$ cat src/sv/mdpd_pkg.sv
package mdpd_pkg;

    localparam int BODY_DEPTH_DEF = 64;
    localparam int MARKER_MAX_DEF = 4;

    localparam int BYTE_W       = 8;
    localparam int MATCH_W      = 3;
    localparam int MARKER_BYTES = 4;
    localparam int LEN_OUT_W    = 6;
    localparam int STATUS_W     = 2;
    localparam int CFG_IDX_W    = 2;
    localparam int CFG_DATA_W   = 32;
    localparam int SEQ_W        = MARKER_BYTES * BYTE_W;
    localparam int M_TDATA_W    = 16;

    typedef enum logic [STATUS_W-1:0] {
        FS_PAYLOAD  = 2'd0,
        FS_EMPTY    = 2'd1,
        FS_OVERFLOW = 2'd2
    } frame_status_t;

    typedef enum logic [CFG_IDX_W-1:0] {
        REG_HEADER_BYTES  = 2'd0,
        REG_HEADER_LEN    = 2'd1,
        REG_TRAILER_BYTES = 2'd2,
        REG_TRAILER_LEN   = 2'd3
    } cfg_reg_t;

    typedef enum logic [2:0] {
        ST_IDLE,
        ST_CHECK,
        ST_STATUS,
        ST_READ,
        ST_LOAD
    } state_t;

    typedef struct packed {
        logic [MATCH_W-1:0] count;
        logic [MATCH_W-1:0] eff_len;
        logic               done;
    } match_res_t;

endpackage

$ cat src/sv/mdpd_ram.sv
module mdpd_ram #(
    parameter int WIDTH = 8,
    parameter int DEPTH = 64
) (
    input  logic                     aclk,
    input  logic                     we,
    input  logic [$clog2(DEPTH)-1:0] waddr,
    input  logic [WIDTH-1:0]         wdata,
    input  logic [$clog2(DEPTH)-1:0] raddr,
    output logic [WIDTH-1:0]         rdata
);

    logic [WIDTH-1:0] mem [DEPTH];

    always_ff @(posedge aclk) begin
        if (we) begin
            mem[waddr] <= wdata;
        end
        rdata <= mem[raddr];
    end

endmodule

$ cat src/sv/mdpd_match.sv
module mdpd_match
    import mdpd_pkg::*;
#(
    parameter int MARKER_MAX = MARKER_MAX_DEF
) (
    input  logic [BYTE_W-1:0]  rx_byte,
    input  logic [SEQ_W-1:0]   seq,
    input  logic [MATCH_W-1:0] len,
    input  logic [MATCH_W-1:0] count,
    output match_res_t         res
);

    logic [MATCH_W-1:0] eff;
    logic [BYTE_W-1:0]  expected;
    logic [1:0]         sel;
    logic [MATCH_W-1:0] nxt;

    assign sel = count[1:0];

    always_comb begin
        eff = len;
        if (len == '0) begin
            eff = MATCH_W'(1);
        end else if (int'(len) > MARKER_MAX) begin
            eff = MATCH_W'(MARKER_MAX);
        end

        // Marker positions past the register's bytes compare against zero.
        if (int'(count) >= MARKER_BYTES) begin
            expected = '0;
        end else begin
            expected = seq[sel*BYTE_W +: BYTE_W];
        end

        if (count < eff && rx_byte == expected) begin
            nxt = count + 1'b1;
        end else begin
            nxt = '0;
        end

        res.count   = nxt;
        res.eff_len = eff;
        res.done    = (nxt >= eff);
    end

endmodule

$ cat src/sv/marker_delimited_packet_deframer.sv
// Each input byte is accepted in ST_IDLE and checked in ST_CHECK by the shared marker
// comparator, during which s_tready is low. The first payload byte is read in ST_READ
// and loaded in ST_LOAD after the ST_CHECK that ends the marker; later bytes repeat both,
// ST_LOAD waiting for a free output register. Empty and overflow results leave through
// ST_STATUS. Reset (aresetn low, synchronous) restores the register defaults, resumes
// the header hunt and clears the output valid; the body store is not cleared.
module marker_delimited_packet_deframer
    import mdpd_pkg::*;
#(
    parameter int BODY_DEPTH = BODY_DEPTH_DEF,
    parameter int MARKER_MAX = MARKER_MAX_DEF
) (
    input  logic                  aclk,
    input  logic                  aresetn,

    input  logic                  s_tvalid,
    output logic                  s_tready,
    input  logic [BYTE_W-1:0]     s_tdata,    // [7:0] rx_byte

    output logic                  m_tvalid,
    input  logic                  m_tready,
    output logic [M_TDATA_W-1:0]  m_tdata,    // [7:0] payload_byte, [13:8] payload_length
    output logic                  m_tlast,
    output logic [STATUS_W-1:0]   m_tuser,    // [1:0] frame_status

    input  logic                  cfg_valid,
    output logic                  cfg_ready,
    input  logic [CFG_IDX_W-1:0]  cfg_index,
    input  logic [CFG_DATA_W-1:0] cfg_data
);

    localparam int CNT_W   = $clog2(BODY_DEPTH + 1);
    localparam int ADDR_W  = $clog2(BODY_DEPTH);
    localparam int LEN_MAX = 2 ** LEN_OUT_W - 1;

    logic [SEQ_W-1:0]   hdr_bytes_reg;
    logic [MATCH_W-1:0] hdr_len_reg;
    logic [SEQ_W-1:0]   trl_bytes_reg;
    logic [MATCH_W-1:0] trl_len_reg;

    state_t             state_reg, state_next;
    logic [BYTE_W-1:0]  byte_reg;
    logic               in_body_reg, in_body_next;
    logic [MATCH_W-1:0] hdr_cnt_reg, hdr_cnt_next;
    logic [MATCH_W-1:0] trl_cnt_reg, trl_cnt_next;
    logic [CNT_W-1:0]   body_cnt_reg, body_cnt_next;
    logic [CNT_W-1:0]   plen_reg, plen_next;
    logic [ADDR_W-1:0]  rd_ptr_reg, rd_ptr_next;
    frame_status_t      status_reg, status_next;

    logic               m_valid_reg, m_valid_next;
    logic [BYTE_W-1:0]  m_byte_reg, m_byte_next;
    logic [LEN_OUT_W-1:0] m_len_reg, m_len_next;
    logic               m_last_reg, m_last_next;
    frame_status_t      m_status_reg, m_status_next;

    logic [SEQ_W-1:0]   mt_seq;
    logic [MATCH_W-1:0] mt_len;
    logic [MATCH_W-1:0] mt_count;
    match_res_t         mt_res;

    logic               ram_we;
    logic [BYTE_W-1:0]  ram_rdata;

    logic               overflow;
    logic [CNT_W-1:0]   bc_inc;
    logic [CNT_W-1:0]   tl_ext;
    logic [CNT_W-1:0]   plen_calc;
    logic               out_free;
    logic               rd_last;

    // One comparator serves the header hunt and the end marker search.
    assign mt_seq   = in_body_reg ? trl_bytes_reg : hdr_bytes_reg;
    assign mt_len   = in_body_reg ? trl_len_reg   : hdr_len_reg;
    assign mt_count = in_body_reg ? trl_cnt_reg   : hdr_cnt_reg;

    mdpd_match #(
        .MARKER_MAX(MARKER_MAX)
    ) u_match (
        .rx_byte(byte_reg),
        .seq    (mt_seq),
        .len    (mt_len),
        .count  (mt_count),
        .res    (mt_res)
    );

    mdpd_ram #(
        .WIDTH(BYTE_W),
        .DEPTH(BODY_DEPTH)
    ) u_body_ram (
        .aclk (aclk),
        .we   (ram_we),
        .waddr(body_cnt_reg[ADDR_W-1:0]),
        .wdata(byte_reg),
        .raddr(rd_ptr_reg),
        .rdata(ram_rdata)
    );

    assign overflow  = (body_cnt_reg == CNT_W'(BODY_DEPTH));
    assign bc_inc    = body_cnt_reg + 1'b1;
    assign tl_ext    = CNT_W'(mt_res.eff_len);
    assign plen_calc = (bc_inc > tl_ext) ? (bc_inc - tl_ext) : '0;
    assign out_free  = !m_valid_reg || m_tready;
    assign rd_last   = ((CNT_W'(rd_ptr_reg) + 1'b1) == plen_reg);
    assign ram_we    = (state_reg == ST_CHECK) && in_body_reg && !overflow;

    assign s_tready  = (state_reg == ST_IDLE);
    assign cfg_ready = 1'b1;
    assign m_tvalid  = m_valid_reg;
    assign m_tdata   = M_TDATA_W'({m_len_reg, m_byte_reg});
    assign m_tlast   = m_last_reg;
    assign m_tuser   = m_status_reg;

    // Next state.
    always_comb begin
        state_next = state_reg;
        unique case (state_reg)
            ST_IDLE: begin
                if (s_tvalid) begin
                    state_next = ST_CHECK;
                end
            end
            ST_CHECK: begin
                state_next = ST_IDLE;
                if (in_body_reg) begin
                    if (overflow) begin
                        state_next = ST_STATUS;
                    end else if (mt_res.done) begin
                        state_next = (plen_calc == '0) ? ST_STATUS : ST_READ;
                    end
                end
            end
            ST_STATUS: begin
                if (out_free) begin
                    state_next = ST_IDLE;
                end
            end
            ST_READ: begin
                state_next = ST_LOAD;
            end
            ST_LOAD: begin
                if (out_free) begin
                    state_next = rd_last ? ST_IDLE : ST_READ;
                end
            end
            default: begin
                state_next = ST_IDLE;
            end
        endcase
    end

    // Datapath and output register.
    always_comb begin
        in_body_next  = in_body_reg;
        hdr_cnt_next  = hdr_cnt_reg;
        trl_cnt_next  = trl_cnt_reg;
        body_cnt_next = body_cnt_reg;
        plen_next     = plen_reg;
        rd_ptr_next   = rd_ptr_reg;
        status_next   = status_reg;
        m_valid_next  = m_valid_reg && !m_tready;
        m_byte_next   = m_byte_reg;
        m_len_next    = m_len_reg;
        m_last_next   = m_last_reg;
        m_status_next = m_status_reg;

        unique case (state_reg)
            ST_CHECK: begin
                if (!in_body_reg) begin
                    hdr_cnt_next = mt_res.done ? '0 : mt_res.count;
                    if (mt_res.done) begin
                        in_body_next  = 1'b1;
                        trl_cnt_next  = '0;
                        body_cnt_next = '0;
                    end
                end else if (overflow) begin
                    in_body_next  = 1'b0;
                    hdr_cnt_next  = '0;
                    trl_cnt_next  = '0;
                    body_cnt_next = '0;
                    status_next   = FS_OVERFLOW;
                end else if (mt_res.done) begin
                    in_body_next  = 1'b0;
                    hdr_cnt_next  = '0;
                    trl_cnt_next  = '0;
                    body_cnt_next = '0;
                    plen_next     = plen_calc;
                    rd_ptr_next   = '0;
                    status_next   = FS_EMPTY;
                end else begin
                    trl_cnt_next  = mt_res.count;
                    body_cnt_next = bc_inc;
                end
            end
            ST_STATUS: begin
                if (out_free) begin
                    m_valid_next  = 1'b1;
                    m_byte_next   = '0;
                    m_len_next    = '0;
                    m_last_next   = 1'b1;
                    m_status_next = status_reg;
                end
            end
            ST_LOAD: begin
                if (out_free) begin
                    m_valid_next  = 1'b1;
                    m_byte_next   = ram_rdata;
                    m_len_next    = (int'(plen_reg) > LEN_MAX) ? LEN_OUT_W'(LEN_MAX)
                                                               : LEN_OUT_W'(plen_reg);
                    m_last_next   = rd_last;
                    m_status_next = FS_PAYLOAD;
                    rd_ptr_next   = rd_ptr_reg + 1'b1;
                end
            end
            ST_IDLE, ST_READ: begin
            end
            default: begin
            end
        endcase
    end

    always_ff @(posedge aclk) begin
        if (!aresetn) begin
            hdr_bytes_reg <= '0;
            hdr_len_reg   <= MATCH_W'(1);
            trl_bytes_reg <= '0;
            trl_len_reg   <= MATCH_W'(1);
        end else if (cfg_valid && cfg_ready) begin
            unique case (cfg_reg_t'(cfg_index))
                REG_HEADER_BYTES:  hdr_bytes_reg <= cfg_data[SEQ_W-1:0];
                REG_HEADER_LEN:    hdr_len_reg   <= cfg_data[MATCH_W-1:0];
                REG_TRAILER_BYTES: trl_bytes_reg <= cfg_data[SEQ_W-1:0];
                REG_TRAILER_LEN:   trl_len_reg   <= cfg_data[MATCH_W-1:0];
                default: begin
                end
            endcase
        end
    end

    always_ff @(posedge aclk) begin
        if (!aresetn) begin
            state_reg    <= ST_IDLE;
            in_body_reg  <= 1'b0;
            hdr_cnt_reg  <= '0;
            trl_cnt_reg  <= '0;
            body_cnt_reg <= '0;
            m_valid_reg  <= 1'b0;
        end else begin
            state_reg    <= state_next;
            in_body_reg  <= in_body_next;
            hdr_cnt_reg  <= hdr_cnt_next;
            trl_cnt_reg  <= trl_cnt_next;
            body_cnt_reg <= body_cnt_next;
            m_valid_reg  <= m_valid_next;
        end
    end

    always_ff @(posedge aclk) begin
        if (s_tvalid && s_tready) begin
            byte_reg <= s_tdata;
        end
        plen_reg     <= plen_next;
        rd_ptr_reg   <= rd_ptr_next;
        status_reg   <= status_next;
        m_byte_reg   <= m_byte_next;
        m_len_reg    <= m_len_next;
        m_last_reg   <= m_last_next;
        m_status_reg <= m_status_next;
    end

endmodule
$ cat config.mk
export PLATFORM = sky130hd
export DESIGN_NAME = marker_delimited_packet_deframer
export DESIGN_NICKNAME = d
export VERILOG_FILES = /design/src/sv/mdpd_pkg.sv /design/src/sv/mdpd_ram.sv /design/src/sv/mdpd_match.sv /design/src/sv/marker_delimited_packet_deframer.sv
export SDC_FILE = /design/constraint.sdc
export NUM_CORES = 1
export LEC_CHECK = 0
export BUFFER_PORTS_ARGS = -buffer_cell sky130_fd_sc_hd__buf_2
export CAP_MARGIN = 10
export CORE_ASPECT_RATIO = 0.7
export CORE_MARGIN = 5
export CORE_UTILIZATION = 40
export CTS_CLUSTER_SIZE = 20
export DETAILED_ROUTE_END_ITERATION = 10
export GPL_ROUTABILITY_DRIVEN = 1
export PLACE_DENSITY = 0.6
export SYNTH_ARGS = -nofsm -noshare
export SYNTH_HDL_FRONTEND = slang
export SYNTH_SLANG_ARGS = --single-unit
export TNS_END_PERCENT = 50
$ cat constraint.sdc
create_clock -name aclk -period 9.4 [get_ports aclk]
set_clock_uncertainty 0.1 [all_clocks]
set_input_delay 1.41 -clock aclk [delete_from_list [all_inputs] [get_ports aclk]]
set_output_delay 1.41 -clock aclk [all_outputs]
set_load 0.005 [all_outputs]
==> impl_results.md, run 1 <==
- Run status: complete, no violations
- FF-to-FF Start: trl_cnt_reg[0]$_SDFFE_PN0P_
- Critical Path RT: 9.82 ns
- Total Routed Length: 60.7 mm
- Share of cells above drive strength 1: 22.7%
- Area of the core region: 64,800 um2
- Power Total: 5.95 mW
- Overflow left after global routing: 0
- Vias in the first global route: 13,700
- Clock transition at path regs: 0.06 ns
- Synth-to-Final Area Change: 13.0%
- Initial core utilization: 40.4%
- Chain of cells forming the critical path: mux2i_1, a2111oi_0, a211o_1, a21oi_1, o311ai_4, nand4_1, ha_1, nand2b_1, a21o_1, a21oi_1, nand2b_1, nand2_1, a22oi_1, nor2b_1
- H-tree Lvls: 3
- Cells taking the most area after synthesis: sky130_fd_sc_hd__edfxtp_1 (63%), sky130_fd_sc_hd__mux4_2 (15%), sky130_fd_sc_hd__dfxtp_1 (7.3%), sky130_fd_sc_hd__nand2_1 (2.3%), sky130_fd_sc_hd__a21boi_0 (1.9%)
- Total number of nets in the final design: 1,619
- Worst voltage drop across the vdd grid: 0.000117 V
- Total power density per cell area: 201 nW/um2
- Hold Crit Class: register to register
- Kind of start point of the critical path: register
- Number of antenna cells inserted: 0
- Library cell with the highest instance count after synthesis: sky130_fd_sc_hd__edfxtp_1
- Sinks on Clock Net: 648
- HPWL after detailed placement: 36.8 mm
- Most used flip-flop cell after synthesis: sky130_fd_sc_hd__edfxtp_1
- Flip-flop and latch area: 18,500 um2
- Filler Cells Inserted: 5,583
- Peak fanout along the critical path: 14
- Antenna violations before repair: 3
- DR vias: 13,700
- Final setup violating endpoints: 0
- Cell with the biggest individual delay on the critical path: sky130_fd_sc_hd__dfxtp_1
- Largest buffer count on any clock path: 3
- Top-level I/O count: 69
- Die width: 316 um
- Cell count of the worst hold path: 2
- Largest incremental delay on the critical path: 0.82 ns
- Buffers inserted during post-CTS setup optimization: 0
- Number of hold violations in the final report: 0
- Reg-to-reg slack, setup: 4.80 ns
- Capture point of the worst reg-to-reg path: body_cnt_reg[6]$_SDFFE_PN0P_
- RSZ-0062 raised after global routing: false
- Share of Yosys cell area claimed by the top area cell type: 63.3%
- Netlist Area Pre-Place: 26,200 um2
- Max-Cap Viols: 0
- Drt wl/cell: 24.4 um
- Arrival time at the worst endpoint: 5.02 ns
- Origin of the worst min-delay path: trl_bytes_reg[17]$_SDFFE_PN0P_
- Violation count after the first detailed-route iteration: 1,481
- Hold worst-path end: trl_bytes_reg[17]$_SDFFE_PN0P_
- Worst Hold Slack: 0.368 ns
- GRT Overall Usage: 17.3%
- Count of flip-flops with a built-in enable after synthesis: 552
- Count of TritonRoute iterations in the first routing pass: 8
- Static Leak: 9.38 nW
- Inserted Clock Buffers: 66
- Share of the yosys chip area belonging to registers: 70.6%
- Flip-flop count of the largest register after layout: 512
- Setup TNS Final: 0 ns
- Number of port buffers: 65
- Number of buffers inserted by hold repair at cts: 0
- Clock root cell: sky130_fd_sc_hd__clkbuf_16
- Final ANT Viol Nets: 0
- Synthesized instance count: 1,496
- Global-route wire length before repair: 90.9 mm
- Async S/R FF share, synth: 0%
- Residual DRC count: 0
- Clock insertion delay at the later pin of the skew report: 0.59 ns
- Footprint of the multi-input gates: 7270 um2
- Kind of critical path: register to register
- Gp weighted congestion: 0.836
- Worst slew margin relative to its limit: 33.8%
- Via/cell ratio: 5.49
- Yosys warning total: 0
- Placement row count: 78
- Die height: 224 um
- Critical Path End Type: register
- Achievable Freq: 217 MHz
- Ranking of synthesized cells by instance count: sky130_fd_sc_hd__edfxtp_1 (552), sky130_fd_sc_hd__mux4_2 (170), sky130_fd_sc_hd__nand2_1 (158)
- Max-slew violation total from the final report: 0
- Depth of the worst register-to-register path: 14
- Synth unique cells: 62
- Resize count post-CTS: 0
- Clock tree from TritonCTS: done
- Actual slew at the worst max-slew pin: 0.993 ns
- Cell type with the highest aggregate area in the netlist: sky130_fd_sc_hd__edfxtp_1
- Final period utilization: 49.0%
- Number of flip-flops and latches in the synthesized netlist: 648
- Minimum period implied by the final worst setup slack: 4.60 ns
- Synth Area per Inst: 17.5 um2
- Pin count of the biggest net entering global routing: 132
- DIE AREA: 70,800 um2
## report_power, final
group          switching, mW  internal [mW]
Clock                   1.09           1.58
Combinational          0.103         0.0415
Sequential           0.00992           3.13
## placed cells by master (no fill, tap or decap), drive strengths merged, types with 9 or more instances in the layout
master | Yosys | routed
edfxtp | 552 | 552
mux4 | 170 | 170
nand2 | 158 | 158
nor2 | 104 | 104
dfxtp | 96 | 96
clkbuf | 51 | 86
buf | 38 | 82
a21boi | 67 | 67
mux2i | 37 | 37
clkinv | 0 | 24
nand3 | 19 | 19
inv | 16 | 18
nor2b | 14 | 14
xor2 | 13 | 13
ha | 13 | 13
and3 | 12 | 12
and2 | 11 | 11
o22ai | 10 | 10
xnor2 | 10 | 10
nand2b | 10 | 10
nand3b | 9 | 9
o21ai | 9 | 9
## final cells by class
cell class                      count  area share, %
Clock inverter                     35           1.11
Clock buffer                       86           6.34
Timing Repair Buffer               82           1.61
Inverter                           16          0.203
Sequential cell                   648           62.5
Multi-Input combinational cell    744           24.5
Tap cell                          880           3.72
## critical path, delay by kind of cell, from the launching register on
kind | cells | cell delay [ns]
AO/OA/AOI/OAI | 7 | 1.90
AND/OR/NAND/NOR | 5 | 0.99
flip-flops | 1 | 0.82
multiplexers | 1 | 0.37
adder cells (fa/ha/maj) | 1 | 0.34
## routing by layer
| layer | vias up | global-route usage (%) | share of wire, % |
|---|---|---|---|
| li1 | 5978 | - | - |
| met1 | 7169 | 26.7 | 46 |
| met2 | 453 | 25.4 | 44 |
| met3 | 71 | 3.87 | 7.8 |
| met4 | 0 | 3.72 | 1.6 |
| met5 | - | 0 | 0 |
## metrics by stage
stage / area, um2 / util [%] / worst slack (ns) / cells
floorplan: 26200 / - / 5.33 / 1497
global placement: 27400 / 42.3 / 4.98 / 2370
detailed placement: 27400 / 42.3 / 4.86 / 2370
CTS: 29600 / 45.7 / 4.85 / 2491
global route: 29600 / 45.7 / 4.25 / 2491
finish: 29600 / 45.7 / 4.80 / 2491
## worst max-delay path by stage
stage | start | endpoint | slack (ns) | cells after the start
3_5_place_dp | trl_cnt_reg[0]$_SDFFE_PN0P_ | body_cnt_reg[4]$_SDFFE_PN0P_ | 4.86 | 14
3_3_place_gp | in_body_reg$_SDFFE_PN0N_ | body_cnt_reg[2]$_SDFFE_PN0P_ | 4.98 | 16
5_1_grt | trl_cnt_reg[0]$_SDFFE_PN0P_ | body_cnt_reg[2]$_SDFFE_PN0P_ | 4.25 | 14
4_1_cts | trl_cnt_reg[0]$_SDFFE_PN0P_ | body_cnt_reg[4]$_SDFFE_PN0P_ | 4.85 | 14
6_report | trl_cnt_reg[0]$_SDFFE_PN0P_ | body_cnt_reg[6]$_SDFFE_PN0P_ | 4.80 | 14
2_1_floorplan | in_body_reg$_SDFFE_PN0N_ | trl_cnt_reg[1]$_SDFFE_PN0P_ | 5.33 | 19
## logic make-up after synthesis
kind of cell | share of synthesized area, %
compound gates | 3.57
xor+xnor | 0.769
fa+ha+maj | 0.697
buf+inv | 1.69
flops | 70.6
mux | 16.2
other cells | 0.0287
simple gates | 6.39
Power figures use the tool's default switching activity.
==> inputs of run 2 (changes only) <==
ABC_AREA = 1   (was unset)
PLACE_DENSITY = 0.62   (was 0.6)
clock period = 3.8 ns   (was 9.4 ns; I/O delays follow)
==> run 2 against run 1 <==
Net effect:
- synthesized cell count is 53% higher
- die area up 2.2%
- count of clock-buffer cells in the layout shrank 5
- hold slack lost 0.33 ns
- critical path depth fell by 4
==> impl_results.md, run 2 <==
- Cells taking the most area after synthesis: sky130_fd_sc_hd__edfxtp_1 (62%), sky130_fd_sc_hd__dfxtp_1 (7.2%), sky130_fd_sc_hd__nor2_1 (5.4%), sky130_fd_sc_hd__o21ai_0 (5.2%), sky130_fd_sc_hd__nand2_1 (3.3%)
- Total Routed Length: 67.4 mm (+11%)
- Sinks on Clock Net: 648 (unchanged)
- Flip-flop count of the largest register after layout: 512 (unchanged)
- Inserted Clock Buffers: 58 (-12%)
- Drt wl/cell: 20.4 um (-16%)
- Instance area at placement: 28,300 um2 (+3.2%)
- Global-route wire length before repair: 103 mm (+13%)
- Overflow left after global routing: 0 (unchanged)
- Final critical-path setup slack: 0.250 ns (-4.55 ns)
- Number of buffers inserted by hold repair at cts: 0 (unchanged)
- Pin count of the biggest net entering global routing: 139 (+5.3%)
- FF-to-FF Start: state_reg[0]$_SDFFE_PN0P_
- Netlist Area Pre-Place: 26,800 um2 (+2.3%)
- Highest-count cells in the layout ignoring fill and taps: sky130_fd_sc_hd__edfxtp_1 (552), sky130_fd_sc_hd__nor2_1 (379), sky130_fd_sc_hd__o21ai_0 (277)
- Critical Path End Type: register
- Max-Cap Viols: 0 (unchanged)
- DIE AREA: 72,300 um2 (+2.2%)
- Peak fanout along the critical path: 8 (-6)
- Hold Crit Class: input pin to register
- GRT Overall Usage: 18.1% (+0.82 points)
- Final setup violating endpoints: 0 (unchanged)
- Critical Path RT: 3.93 ns (-5.89 ns)
- Run status: complete, no violations
- Origin of the worst min-delay path: s_tdata[0]
- Achievable Freq: 282 MHz (+30%)
- Final period utilization: 93.4% (+44 points)
- Total power density per cell area: 466 nW/um2 (+130%)
- Antenna violations before repair: 1 (-2)
- Cell type with the highest aggregate area in the netlist: sky130_fd_sc_hd__edfxtp_1
- Hold worst-path end: byte_reg[0]$_DFFE_PP_
- Clock insertion delay at the later pin of the skew report: 0.63 ns (+0.04 ns)
- Number of hold violations in the final report: 0 (unchanged)
- Area of the core region: 66,400 um2 (+2.5%)
- Initial core utilization: 40.3% (-0.090 points)
- DR vias: 18,000 (+32%)
- Filler Cells Inserted: 6,036 (+8.1%)
- Kind of start point of the critical path: register
- Library cell with the highest instance count after synthesis: sky130_fd_sc_hd__edfxtp_1
- Count of TritonRoute iterations in the first routing pass: 6 (-2)
- Die width: 319 um (+1.1%)
- Max-slew violation total from the final report: 0 (unchanged)
- Total number of nets in the final design: 2,418 (+49%)
- Flip-flop and latch area: 18,500 um2 (about the same)
- Number of port buffers: 65 (unchanged)
- Async S/R FF share, synth: 0% (unchanged)
- Residual DRC count: 0 (unchanged)
- Largest buffer count on any clock path: 3 (unchanged)
- Gp weighted congestion: 0.859 (+2.7%)
- Die height: 227 um (+1.1%)
- HPWL after detailed placement: 40.6 mm (+10%)
- Most common library cell in the layout ignoring fill and taps: sky130_fd_sc_hd__edfxtp_1
- Footprint of the multi-input gates: 7240 um2 (-0.34%)
- Share of cells above drive strength 1: 10.9% (-12 points)
- Kind of critical path: register to register
- Actual slew at the worst max-slew pin: 1.09 ns (+0.0928 ns)
- H-tree Lvls: 2 (-1)
- Worst Setup Slack post-DPL: 0.176 ns (-4.69 ns)
- Worst slew margin relative to its limit: 27.6% (-6.3 points)
- Share of the yosys chip area belonging to registers: 69.0% (-1.6 points)
- Static Leak: 10.5 nW (+12%)
- Synth-to-Final Area Change: 12.6%
- Clock root cell: sky130_fd_sc_hd__clkbuf_16
- Count of flip-flops with a built-in enable after synthesis: 552 (unchanged)
- Placement row count: 79 (+1.3%)
- Depth of the worst register-to-register path: 10 (-4)
- Yosys warning total: 0 (unchanged)
- Cell count of the worst hold path: 1 (-1)
- Arrival time at the worst endpoint: 3.68 ns (-1.34 ns)
- Vias in the first global route: 17,200 (+25%)
- Violation count after the first detailed-route iteration: 1,987 (+34%)
- Clock tree from TritonCTS: done
- Synth unique cells: 41 (-34%)
- Ranking of synthesized cells by instance count: sky130_fd_sc_hd__edfxtp_1 (552), sky130_fd_sc_hd__nor2_1 (382), sky130_fd_sc_hd__o21ai_0 (278)
- Number of flip-flops and latches in the synthesized netlist: 648 (unchanged)
- Final ANT Viol Nets: 0 (unchanged)
- Synth Area per Inst: 11.7 um2 (-33%)
- Minimum period implied by the final worst setup slack: 3.55 ns (-1.05 ns)
- Reg-to-reg slack, setup: 0.25 ns (-4.55 ns)
- Final instance area: 30,200 um2 (+1.9%)
- Clock transition at path regs: 0.06 ns (about the same)
- Capture point of the worst reg-to-reg path: u_body_ram.mem[62][5]$_DFFE_PP_
- Top-level I/O count: 69 (unchanged)
- Worst voltage drop across the vdd grid: 0.000357 V (+210%)
- Number of antenna cells inserted: 0 (unchanged)
- Share of Yosys cell area claimed by the top area cell type: 61.9% (-1.4 points)
- Via/cell ratio: 5.47 (-0.42%)
- Synthesized instance count: 2,291 (+53%)
- Most used flip-flop cell after synthesis: sky130_fd_sc_hd__edfxtp_1
[run 2: critical path: stages, from the launching register on]
cell	delay (ns)
sky130_fd_sc_hd__dfxtp_1	0.39
sky130_fd_sc_hd__inv_1	0.06
sky130_fd_sc_hd__nor3_1	0.39
sky130_fd_sc_hd__inv_1	0.13
sky130_fd_sc_hd__nor2_1	0.16
sky130_fd_sc_hd__inv_1	0.11
sky130_fd_sc_hd__nor2_4	0.23
sky130_fd_sc_hd__inv_2	0.10
sky130_fd_sc_hd__nor2_2	0.20
sky130_fd_sc_hd__nand2_1	0.42
sky130_fd_sc_hd__nor2_1	0.83
[run 2: how the worst max path moves through the flow]
stage          slack [ns]                       from                               to
5_1_grt             -0.05   in_body_reg$_SDFFE_PN0N_     body_cnt_reg[3]$_SDFFE_PN0P_
2_1_floorplan        0.18   in_body_reg$_SDFFE_PN0N_     body_cnt_reg[4]$_SDFFE_PN0P_
4_1_cts              0.15   in_body_reg$_SDFFE_PN0N_      trl_cnt_reg[0]$_SDFFE_PN0P_
3_5_place_dp         0.18   in_body_reg$_SDFFE_PN0N_        state_reg[0]$_SDFFE_PN0P_
6_report             0.25  state_reg[0]$_SDFFE_PN0P_  u_body_ram.mem[62][5]$_DFFE_PP_
3_3_place_gp         0.23   in_body_reg$_SDFFE_PN0N_        state_reg[0]$_SDFFE_PN0P_
[run 2: layout make-up]
class,count,share of cell area (%)
Sequential cell,648,61.3
Multi-Input combinational cell,1376,24.0
Clock buffer,81,5.34
Tap cell,891,3.69
Timing Repair Buffer,147,3.31
Inverter,126,1.58
Clock inverter,27,0.780
[run 2: per-stage QoR]
step | hold WS, ns | cells | TNS, ns | utilization [%] | power, mW
6_report | 0.0328 | 3296 | 0 | 45.4 | 14.1
5_1_grt | 0.0000678 | 3296 | -0.264 | 45.4 | 14.5
4_1_cts | 0.0000311 | 3294 | 0 | 45.3 | 14.2
3_5_place_dp | 0.338 | 3186 | 0 | 42.6 | 8.51
3_3_place_gp | 0.337 | 3186 | 0 | 42.6 | 8.49
2_1_floorplan | 0.324 | 2292 | 0 | - | 8.30
[run 2: cells by family after synthesis]
logic type	synth area share [%]
AND/OR/NAND/NOR	11.3
flip-flops	69.0
AO/OA/AOI/OAI	12.0
buffers and inverters	4.10
multiplexers	2.32
XOR/XNOR	0.490
adder cells (fa/ha/maj)	0.682
other	0.0280
[run 2: per-layer routing]
metal / wire length [um] / track usage [%] / share of wire (%)
met1: 30800 / 27.2 / 46
met2: 29200 / 26.9 / 43
met3: 5950 / 4.34 / 8.8
met4: 1370 / 4.30 / 2.0
met5: 7 / 0 / 0.010
[run 2: repair_timing]
item | 4_1_cts | 5_1_grt
gates resized for setup | 0 | 11
buffers inserted | 0 | 2
setup endpoints to repair | 0 | 31
hold endpoints to repair | 0 | 0
[run 2: power by group]
| group | internal (mW) | switching, mW | leakage, nW | total (mW) |
|---|---|---|---|---|
| Combinational | 0.156 | 0.411 | 3.86 | 0.566 |
| Clock | 3.11 | 2.59 | 0.883 | 5.70 |
| Sequential | 7.77 | 0.0328 | 5.76 | 7.80 |
